`src/rtl/core/cdgm_pkg.sv`:
```
// ----------------------------------------------------------------------------
// Gradient magnitude package
// Widths, register indexes and reset values shared by the gradient blocks.
// ----------------------------------------------------------------------------
package cdgm_pkg;

   localparam int PIXEL_W      = 8;
   localparam int MAG_W        = 10;  // magnitude in quarter units, 0..721
   localparam int SQ_W         = 16;  // square of an eight-bit difference
   localparam int RAD_W        = 20;  // 4 * (dx^2 + dy^2), padded to an even width
   localparam int WIDTH_REG_W  = 12;
   localparam int HEIGHT_REG_W = 13;
   localparam int CSR_DATA_W   = 13;
   localparam int CSR_INDEX_W  = 1;

   localparam logic [CSR_INDEX_W-1:0] CSR_IMAGE_WIDTH  = 1'b0;
   localparam logic [CSR_INDEX_W-1:0] CSR_IMAGE_HEIGHT = 1'b1;

   localparam logic [WIDTH_REG_W-1:0]  WIDTH_RESET  = 12'd640;
   localparam logic [HEIGHT_REG_W-1:0] HEIGHT_RESET = 13'd480;

endpackage

```
`src/rtl/core/cdgm_isqrt.sv`:
```
// ----------------------------------------------------------------------------
// Iterative integer square root
// Digit-by-digit root, two result bits per cycle; done pulses when root is final.
// ----------------------------------------------------------------------------
module cdgm_isqrt
   import cdgm_pkg::*;
(
   input  logic             clock,
   input  logic             reset,
   input  logic             start,
   input  logic [RAD_W-1:0] radicand,
   output logic             done,
   output logic [MAG_W-1:0] root
);

   localparam int STEPS  = MAG_W / 2;
   localparam int STEP_W = $clog2(STEPS + 1);
   localparam int REM_W  = MAG_W + 3;

   logic [RAD_W-1:0]  rad_ff, rad_in;
   logic [MAG_W:0]    rem_ff, rem_in;
   logic [MAG_W-1:0]  root_ff, root_in;
   logic [STEP_W-1:0] step_ff;
   logic              run_ff;
   logic              done_ff;

   always_comb begin
      logic [REM_W-1:0] rem_t;
      logic [REM_W-1:0] trial;
      logic [MAG_W-1:0] root_t;
      logic [RAD_W-1:0] rad_t;
      rem_t  = REM_W'(rem_ff);
      root_t = root_ff;
      rad_t  = rad_ff;
      trial  = '0;
      for (int k = 0; k < 2; k++) begin
         // bring down the next two radicand bits, then try a one in the root
         rem_t = {rem_t[REM_W-3:0], rad_t[RAD_W-1 -: 2]};
         rad_t = {rad_t[RAD_W-3:0], 2'b00};
         trial = {1'b0, root_t, 2'b01};
         if (rem_t >= trial) begin
            rem_t  = rem_t - trial;
            root_t = {root_t[MAG_W-2:0], 1'b1};
         end else begin
            root_t = {root_t[MAG_W-2:0], 1'b0};
         end
      end
      rem_in  = rem_t[MAG_W:0];
      root_in = root_t;
      rad_in  = rad_t;
   end

   always_ff @(posedge clock) begin
      if (reset) begin
         run_ff  <= 1'b0;
         done_ff <= 1'b0;
         step_ff <= '0;
      end else begin
         done_ff <= 1'b0;
         if (start) begin
            rad_ff  <= radicand;
            rem_ff  <= '0;
            root_ff <= '0;
            step_ff <= STEP_W'(STEPS);
            run_ff  <= 1'b1;
         end else if (run_ff) begin
            rad_ff  <= rad_in;
            rem_ff  <= rem_in;
            root_ff <= root_in;
            step_ff <= step_ff - 1'b1;
            if (step_ff == STEP_W'(1)) begin
               run_ff  <= 1'b0;
               done_ff <= 1'b1;
            end
         end
      end
   end

   assign done = done_ff;
   assign root = root_ff;

endmodule

```
`config.mk`:
```
export PLATFORM = sky130hd
export DESIGN_NAME = cdgm_isqrt
export DESIGN_NICKNAME = d
export VERILOG_FILES = /design/src/rtl/core/cdgm_pkg.sv /design/src/rtl/core/cdgm_isqrt.sv
export SDC_FILE = /design/constraint.sdc
export NUM_CORES = 1
export LEC_CHECK = 0
export BUFFER_PORTS_ARGS = -buffer_cell sky130_fd_sc_hd__buf_2
export CAP_MARGIN = 20
export CELL_PAD_IN_SITES_DETAIL_PLACEMENT = 0
export CELL_PAD_IN_SITES_GLOBAL_PLACEMENT = 1
export CORE_UTILIZATION = 45
export CTS_CLUSTER_DIAMETER = 30
export DETAILED_ROUTE_END_ITERATION = 10
export GPL_TIMING_DRIVEN = 0
export PLACE_DENSITY_LB_ADDON = 0.1
export SYNTH_ARGS = -nofsm -noshare
export SYNTH_HDL_FRONTEND = slang
export SYNTH_SLANG_ARGS = --single-unit
```
`constraint.sdc`:
```
create_clock -name clock -period 5.2 [get_ports clock]
set_input_delay 1.04 -clock clock [delete_from_list [all_inputs] [get_ports clock]]
set_output_delay 1.04 -clock clock [all_outputs]
set_load 0.05 [all_outputs]
```
==> Yosys cells after proc, flatten, opt, wreduce, memory -nomap -nowiden <==
Cells that the tools add are included.
{ "totals": {"regBits": 46, "inputBits": 23, "out_inout_bits": 11, "word_cells": 33} }
{ "op_classes": {"add_sub_neg": 3, "n_lt_le_gt_ge": 2, "n_eq_ne": 1, "n_mux": 14, "bitwise": 2, "reduce_logical": 4} }
{ "op_table": {"columns": ["op", "n"], "rows": [
  ["$mux 20", 2],
  ["$mux 11", 3],
  ["$ge 13x12->1", 2],
  ["$sub 11x11->11", 2],
  ["$mux 10", 1],
  ["$mux 1", 6],
  ["$mux 3", 2],
  ["$eq 3x1->1 const B", 1],
  ["$reduce_or 3->1", 1],
  ["$sub 3x1->3 const B", 1],
  ["$not 1->1", 2],
  ["$reduce_and 2->1", 1],
  ["$reduce_bool 2->1", 1],
  ["$reduce_or 2->1", 1]
]} }

==> Longest topological paths before layout <==
Gate-level depths: netlist of run 1.
{ "depth": {"word_depth": 5, "depth_mapped": 19, "depth_no_buf": 18} }

==> Worst setup path before layout of run 1 <==
No wires, ideal clock.
{ "synth_timing": {"kind": "reg-to-reg", "start": "register root_ff[9], in the netlist root[9]", "end": "register rem_ff[7], data pin", "setup_ns": 0.268, "arrival_ns": 4.018, "required_time_ns": 4.932, "path_slack_ns": 0.914, "stages_incl_launch_ff": 19, "path_buffers": 2, "period_less_slack_ns": 4.286, "path_cell_list": "edfxtp_1 -> inv_1 -> ha_1 -> a211o_1 -> nor2_1 -> nand2_4 -> clkbuf_1 -> nor2_1 -> a21oi_1 -> ha_1 -> and4_1 -> and4_1 -> nand2_1 -> nor2_1 -> o41a_1 -> or3_4 -> buf_6 -> mux2i_1 -> nor2_1"} }
{ "synth_via": {"elab_chain_len": 5, "elab_cells_between_ends": 7, "classes_between": "add/sub: 1; order compare: 2; mux: 4"} }
{ "synth_lines": {"columns": ["item", "line_no", "source"], "rows": [
  ["from (decl)", "cdgm_isqrt.sv:22", "logic [MAG_W-1:0] root_ff, root_in;"],
  ["from (signal assigned)", "cdgm_isqrt.sv:69", "root_ff <= root_in;"],
  ["$ge 13x12->1 *", "cdgm_isqrt.sv:41", "if (rem_t >= trial) begin"],
  ["$mux 11 or $mux 1 (tied branches)", "cdgm_isqrt.sv:41", null],
  ["$sub 11x11->11 or $ge 13x12->1 (tied branches)", "cdgm_isqrt.sv:42, cdgm_isqrt.sv:41", null],
  ["$mux 11 *", "cdgm_isqrt.sv:41", null],
  ["$mux 11 *", "cdgm_isqrt.sv:66", "end else if (run_ff) begin"],
  ["to (signal assigned)", "cdgm_isqrt.sv:68", "rem_ff <= rem_in;"],
  ["to (decl)", "cdgm_isqrt.sv:21", "logic [MAG_W:0] rem_ff, rem_in;"]
]} }
Every way passes the cells marked *; elsewhere a longest branch is shown, timed or not. The select of a mux whose other input is x is not followed.
A chain may end at the register's enable or synchronous reset.

==> Final worst setup path of run 1 <==
{ "layout_timing": {"start": "register root_ff[4], in the netlist root[4]", "end": "register rem_ff[7], data pin"} }
{ "layout_via": {"elab_chain_len": 5, "elab_cells_between_ends": 8, "classes_between": "add/sub: 2; order compare: 2; mux: 4"} }
{ "layout_lines": {"columns": ["item", "line_no"], "rows": [
  ["$ge 13x12->1 or $sub 11x11->11 (tied branches)", "cdgm_isqrt.sv:41, cdgm_isqrt.sv:42"],
  ["$mux 11 or $mux 1 (tied branches)", "cdgm_isqrt.sv:41"],
  ["$sub 11x11->11 or $ge 13x12->1 (tied branches)", "cdgm_isqrt.sv:42, cdgm_isqrt.sv:41"],
  ["$mux 11 *", "cdgm_isqrt.sv:41"],
  ["$mux 11 *", "cdgm_isqrt.sv:66"]
]} }
Marked as above.

==> summary.md, run 1 <==
| Metric | Value |
|---|---|
| Clock skew | roughly 8.4 ps |
| PortBufs | 32 |
| Yosys top cell by area | edfxtp_1 |
| Crit-path max cell delay | around 460 ps |
| Final net count | between 400 and 500 |
| Detailed-route via count | about 2.5k |
| Crit path buffers/inverters | 3 |
| Synthesis Warnings | 0 |
| Most used cell along the critical path | a21oi_1 |
| Syn_nets | 375 |
| Power Density | 649 nW/um^2 |
| Vias/cell | ~5.3 |
| CTS root buffer | clkbuf_8 |
| Layout area overhead | 12.8% |
| Remaining antenna violation count | 0 |
| Initial antenna violation count | 0 |
| Total Wirelength | about 7100 um |
| Avg WL per Cell | roughly 15 um |
| Register bit total from synthesis | between 40 and 50 |
| First-pass GRT wire length | approximately 12000 um |
| Crit-path max FO | 10 |
| Share of layout cells above drive strength 1 | between 20% and 30% |
| Max Fclk | 0.202 GHz |
| Clock latency on the worst-skew pair | between 300 and 400 ps |
| Clk sinks | 46 |
| Clock transition at the registers of the reported paths | 100 ps |
| Largest net degree at the start of global routing | 29 |
| Leak pwr | roughly 1.5 nW |
| Hold path cells | 2 |
| Synth top area share | a little under two fifths |
| Top post-synthesis cells by area | edfxtp_1 (38%), ha_1 (10%), mux2_2 (5.9%), a21oi_1 (5.0%), nor2_1 (4.3%) |
| Post-layout util | around 53% |
| RSZ-0062 raised after global routing | false |
| Initial cell density of the core | approximately 47% |
| Worst-Margin Slew | 646 ps |
| Die X | slightly below 90 um |
| Min Tclk post-route | roughly 4900 ps |
| Synth Instances | ~330 |
| CTS buffer count | 5 |
| Core area | 6870 um^2 |
| Maximum VDD drop | around 0.28 mV |
| Worst hold start | step_ff[1] |
| Tot GR Track Use | ~20% |
| Ports | 34 |
| Die Ht | 86.6 um |
| Crit path max-delay family | compound AO/OA/AOI/OAI gates |
| CTS tree | built |
| Slew headroom | between 50 and 60% |
| DR pass1 iterations | 4 |
| CTS max path bufs | 2 |
| Distinct cell type count after synthesis | 56 |
| Seq/Total Area, Yosys | roughly 41% |
| Number of diodes | 0 |
| Worst Setup Slack, final | ~250 ps |
| Asr flop ratio synth | 0% |
| Post-DP HPWL | about 5500 um |
| FF-to-FF End | rem_ff[7] |
| Worst Path Arrival | 4990 ps |
| Type of the worst setup path | register to register |
| Slowest CP cell | or3_4 |
| R2r startpoint | root[4] |
| Hold slack final | around 520 ps |
| Hold Violations, Final | 0 |
| Pre-CTS setup slack | 243 ps |
| Grt total ovfl | 0 |
| Post-synth EDFFs | 41 |
| Critical Path Sink Type | register |
| Maxcap violations | 0 |
| Ys flop type | edfxtp_1 |
| Worst Reg-to-Reg Cells | 17 |
| Gpl congestion | around 0.8 |
| Critical Path Source Type | register |
| Final setup viols | 0 |
| Mean Syn Cell Area | 9.89 um^2 |
| Number of global-route vias before repair | about 2.4k |
| CP required | 5250 ps |
| Mapped cell area | 3220 um^2 |
| Fin crit share | a little over nine tenths |
| Fillcell total | 675 |
| Detailed Route Iter0 Violations | 76 |
| R2r setup slk | roughly 250 ps |
| Die area | 7510 um^2 |
| Hold WC Path Type | register to register |
| Status | complete, no violations |
| H-tree levels | 2 |
| Cells along the critical path | inv_1, ha_1, a21oi_1, o21ai_2, a22oi_2, nand2_4, clkbuf_1, a21oi_1, ha_1, a21oi_1, o21ai_0, a221oi_1, o21ai_0, or3_4, buf_6, mux2i_1, nor2_1 |
| Setup tns final | 0 ps |
| # DRC | 0 |
| Worst Hold Path EP | step_ff[1] |
| Pins Over Slew Limit | 0 |
| Num rows | 30 |
## cell type report
type | instances | area (um^2) | area share (%)
Timing Repair Buffer | 33 | 180 | 4.95
Multi-Input combinational cell | 244 | 1740 | 47.7
Tap cell | 96 | 120 | 3.30
Sequential cell | 46 | 1330 | 36.6
Clock inverter | 3 | 27.5 | 0.757
Buffer | 15 | 93.8 | 2.58
Inverter | 21 | 81.3 | 2.24
Clock buffer | 5 | 68.8 | 1.89
## worst reg2reg max path: cells and delay by family (launching register included)
family | cells | cell delay, ps
adders and majority gates | 2 | 700
muxes | 1 | 210
AOI/OAI and AO/OA | 8 | 2100
DFF | 1 | 390
and+or+nand+nor | 3 | 650
buffers and inverters | 3 | 650
## what timing repair did
action / 4_1_cts / 5_1_grt
gates resized for setup: 0 / 2
hold buffers: 0 / 0
setup endpoints to repair: 0 / 1
endpoints found under the hold margin: 0 / 0
setup buffers: 0 / 0
## worst max-delay path by stage
stage | cells past startpoint | slack [ps] | endpoint | start
after floorplan | 18 | 910 | rem_ff[7] | root[9]
after global placement | 17 | 210 | rem_ff[5] | root[6]
after detailed placement | 17 | 240 | rem_ff[5] | root[4]
after CTS | 17 | 220 | rem_ff[5] | root[4]
after global routing | 17 | 20 | rem_ff[7] | root[4]
final | 17 | 250 | rem_ff[7] | root[4]
## sequential cells by signal (all words and copies together) (netlist names)
signal / flops
rad_ff: 20
rem_ff: 11
root: 10
step_ff: 3
done: 1
run_ff: 1
## per-stage QoR
| step | instances | total power [mW] | instance area [um^2] |
|---|---|---|---|
| 2_1_floorplan | 326 | 1.75 | 3220 |
| 3_3_place_gp | 454 | 2.08 | 3500 |
| 3_5_place_dp | 455 | 2.09 | 3530 |
| 4_1_cts | 463 | 2.34 | 3630 |
| 5_1_grt | 463 | 2.58 | 3640 |
| 6_report | 463 | 2.36 | 3640 |
## synth_stat cells, types with 2 or more instances
cell	number
nor2_1	37
nor3_2	2
nand3_1	6
edfxtp_1	41
and4_1	2
o21ai_0	12
or2_2	2
a2111oi_0	2
o21a_1	4
dfxtp_1	5
nand2_1	18
a211oi_2	2
nand4_1	2
clkbuf_1	6
ha_1	26
xor2_1	9
or4_1	3
a211oi_1	2
and2_1	4
inv_1	20
a21o_1	6
nand2b_1	4
buf_4	8
mux2i_1	4
xnor2_1	5
and3_1	4
o21bai_1	2
mux2_2	17
a31oi_1	2
nor3b_1	2
nor2b_1	4
a21oi_1	32
nor3_1	8
## cells in the final DEF (no fill, tap or decap), types with 2 or more instances in the layout
cell type / netlist / layout
edfxtp_1: 41 / 41
nor2_1: 37 / 36
buf_2: 0 / 32
a21oi_1: 32 / 31
ha_1: 26 / 26
inv_1: 20 / 20
nand2_1: 18 / 18
mux2_2: 17 / 17
o21ai_0: 12 / 12
xor2_1: 9 / 9
nor3_1: 8 / 8
buf_4: 8 / 8
nand3_1: 6 / 6
clkbuf_1: 6 / 6
a21o_1: 6 / 6
xnor2_1: 5 / 5
clkbuf_8: 0 / 5
dfxtp_1: 5 / 5
and3_1: 4 / 4
nand2b_1: 4 / 4
nor2b_1: 4 / 4
o21a_1: 4 / 4
mux2i_1: 4 / 4
and2_1: 4 / 4
or4_1: 3 / 3
nand4_1: 2 / 2
a211oi_1: 2 / 2
and4_1: 2 / 2
a31oi_1: 2 / 2
nor3b_1: 2 / 2
or2_2: 2 / 2
o21bai_1: 2 / 2
a2111oi_0: 2 / 2
a211oi_2: 2 / 2
## kinds of logic after synthesis
kind of cell | share of synthesized area [%]
DFF | 41.3
buffers and inverters | 5.43
xor gates and xnor gates | 3.80
AOI/OAI and AO/OA | 15.1
muxes | 7.18
and+or+nand+nor | 17.1
adders and majority gates | 10.1
## report_power, final
part	internal [mW]	switching, mW	leakage (nW)	total, mW
Sequential	0.502	0.0333	0.438	0.535
Combinational	0.646	0.939	1.02	1.58
Clock	0.0999	0.142	0.0467	0.242
Total	1.25	1.11	1.51	2.36
## metal layers
metal  up-vias  global-route usage [%]  wire length [um]
li1       1260                       -                 -
met1      1150                    28.0              3380
met2        51                    33.3              3290
met3        11                    3.14               314
met4         0                    6.52               113
met5         -                       0                 0
Power figures use the tool's default switching activity.
==> run 2, diff against run 1 <==
--- a/config.mk
+++ b/config.mk
@@ -13,7 +13,7 @@
 export CTS_CLUSTER_DIAMETER = 30
 export DETAILED_ROUTE_END_ITERATION = 10
 export GPL_TIMING_DRIVEN = 0
-export PLACE_DENSITY_LB_ADDON = 0.1
+export PLACE_DENSITY = 0.82
 export SYNTH_ARGS = -nofsm -noshare
 export SYNTH_HDL_FRONTEND = slang
 export SYNTH_SLANG_ARGS = --single-unit
==> run 2 against run 1 <==
  * Sequential cell count stayed put
  * Non-clock buffer count stayed put
  * Wire length is 0.38% lower
  * Combinational power hardly changed
  * Cell count stayed put
  * Register-to-register slack better by 120 ps
  * Via count is 0.28% lower
  * Critical path type unchanged
  * Critical endpoint unchanged
  * Largest power group unchanged
==> summary.md, run 2 (synthesis gave the netlist of run 1 again) <==
| Metric | Value |
|---|---|
| Status | complete, no violations |
| Number of global-route vias before repair | 2441 (+3.7%) |
| Hold path cells | 2 (unchanged) |
| Min Tclk post-route | 4830 ps (-120 ps) |
| CTS tree | built |
| Clock transition at the registers of the reported paths | 100 ps (about the same) |
| Clock latency on the worst-skew pair | 310 ps (about the same) |
| Initial cell density of the core | 46.9% (unchanged) |
| Worst hold start | step_ff[1] |
| Remaining antenna violation count | 0 (unchanged) |
| DR pass1 iterations | 6 (+2) |
| CTS max path bufs | 2 (unchanged) |
| R2r startpoint | root[4] |
| Leak pwr | 1.51 nW (about the same) |
| RSZ-0062 raised after global routing | false |
| Worst-Margin Slew | 639 ps (-7.56 ps) |
| Largest register FFs | 20 (unchanged) |
| Fillcell total | 659 (-2.4%) |
| Detailed Route Iter0 Violations | 85 (+12%) |
| First-pass GRT wire length | 11700 um (+1.1%) |
| H-tree levels | 2 (unchanged) |
| Detailed-route via count | 2465 (-0.28%) |
| Die Ht | 86.6 um (unchanged) |
| Cells along the critical path | inv_1, ha_1, a21oi_1, o21ai_2, a22oi_2, nand2_4, clkbuf_1, a21oi_1, ha_1, and4_1, and4_1, nand2_1, nor2_1, o41a_1, or3_4, buf_6, mux2i_1, nor2_1 |
| FF-to-FF End | rem_ff[7] |
| Setup tns final | 0 ps (unchanged) |
| Crit path max-delay family | compound AO/OA/AOI/OAI gates |
| Pre-CTS setup slack | 314 ps (+71.2 ps) |
| Ports | 34 (unchanged) |
| Crit-path max FO | 10 (unchanged) |
| Power Density | 648 nW/um^2 (-0.16%) |
| # DRC | 0 (unchanged) |
| Post-CTS Setup Bufs | 0 (unchanged) |
| Crit path buffers/inverters | 3 (unchanged) |
| Hold WC Path Type | register to register |
| Hold Violations, Final | 0 (unchanged) |
| Worst Setup Slack, final | 373 ps (+120 ps) |
| Die X | 86.6 um (unchanged) |
| Most common cell after layout, fill and taps aside | edfxtp_1 |
| Hold buffer count at cts | 0 (unchanged) |
| Worst Reg-to-Reg Cells | 18 (+1) |
| Dpl cells | 455 (unchanged) |
| Final net count | 415 (unchanged) |
| Total Wirelength | 7080 um (-0.38%) |
| PortBufs | 32 (unchanged) |
| Clk sinks | 46 (unchanged) |
| Commonest cells after routing, fill and taps aside | edfxtp_1 (41), nor2_1 (36), a21oi_1 (32), buf_2 (32), ha_1 (26) |
| Slowest CP cell | o41a_1 |
| Avg WL per Cell | 15.3 um (-0.38%) |
| CTS buffer count | 5 (unchanged) |
| CP required | 5250 ps (about the same) |
| Critical Path Sink Type | register |
| Max Fclk | 0.207 GHz (+2.5%) |
| Slew headroom | 57.2% (+0.30 points) |
| Initial antenna violation count | 0 (unchanged) |
| Grt total ovfl | 0 (unchanged) |
| Tot GR Track Use | 20.5% (+0.024 points) |
| Maxcap violations | 0 (unchanged) |
| Non-filler instance count after layout | 463 (unchanged) |
| R2r setup slk | 370 ps (+120 ps) |
| Share of layout cells above drive strength 1 | 22.1% (-0.27 points) |
| Die area | 7510 um^2 (unchanged) |
| Maximum VDD drop | 0.302 mV (+7.6%) |
| Critical Path Source Type | register |
| Crit-path max cell delay | 430 ps (-30 ps) |
| Worst Path Arrival | 4880 ps (-110 ps) |
| CTS root buffer | clkbuf_8 |
| Fin crit share | 92.8% (-2.3 points) |
| Reg with most FFs | rad_ff |
| Vias/cell | 5.32 (-0.28%) |
| Clock skew | 5.58 ps (-2.81 ps) |
| Pins Over Slew Limit | 0 (unchanged) |
| Worst Hold Path EP | step_ff[1] |
| Gpl congestion | 0.832 (+1.8%) |
| Hold slack final | 517 ps (-2.56 ps) |
| Post-DP HPWL | 5350 um (-2.2%) |
| Post-CTS resize count | 0 (unchanged) |
| Type of the worst setup path | register to register |
| Layout area overhead | 12.5% |
| Num rows | 30 (unchanged) |
| Core area | 6870 um^2 (unchanged) |
| Largest net degree at the start of global routing | 32 (+10%) |
| Number of diodes | 0 (unchanged) |
| Final setup viols | 0 (unchanged) |
[run 2: cell count changes in the layout (fill, tap and decap cells not counted)]
| cell | before | now |
|---|---|---|
| inv_8 | 1 | 0 |
| a21oi_2 | 1 | 0 |
| o21ai_0 | 12 | 11 |
| clkinv_2 | 0 | 2 |
| clkinvlp_4 | 1 | 0 |
| o21ai_1 | 1 | 2 |
| a21oi_1 | 31 | 32 |
[run 2: metal layers]
layer | global-route usage [%] | vias up | part of all wire, %
li1 | - | 1257 | -
met1 | 27.3 | 1162 | 49
met2 | 34.6 | 40 | 47
met3 | 3.05 | 6 | 3.5
met4 | 5.45 | 0 | 1.0
met5 | 0 | - | 0
[run 2: through the flow]
stage	power (mW)	utilization [%]	area [um^2]
floorplan	1.75	-	3220
global placement	2.07	51.0	3500
detailed placement	2.09	51.4	3530
CTS	2.32	52.7	3620
global route	2.54	52.8	3630
finish	2.35	52.8	3630
[run 2: worst max path at each step]
stage / start / to / slack (ps) / cells past startpoint
3_3_place_gp: start / root[2] / 200 / 4
6_report: root[4] / rem_ff[7] / 370 / 18
4_1_cts: root[4] / rem_ff[5] / 310 / 16
2_1_floorplan: root[9] / rem_ff[7] / 910 / 18
5_1_grt: root[4] / rem_ff[5] / 120 / 17
3_5_place_dp: root[4] / rem_ff[5] / 310 / 16
[run 2: final cells by class]
cell class / count / area (um^2) / area share [%]
inverter: 21 / 81.3 / 2.24
clock inverter: 3 / 18.8 / 0.518
clock buffer: 5 / 68.8 / 1.90
multi-input combinational: 244 / 1730 / 47.8
timing repair buffer: 33 / 180 / 4.97
tap: 96 / 120 / 3.31
sequential: 46 / 1330 / 36.7
buffer: 15 / 93.8 / 2.59
[run 2: tightest hold or removal path: cells and delay by family (launching register included)]
family / cells / cell delay [ps]
AO/OA/AOI/OAI: 1 / 60
flip-flops: 1 / 320
AND/OR/NAND/NOR: 1 / 90
[run 2: report_power, final]
part | switching (mW) | internal (mW)
Sequential | 0.0311 | 0.502
Combinational | 0.939 | 0.644
Clock | 0.139 | 0.0951
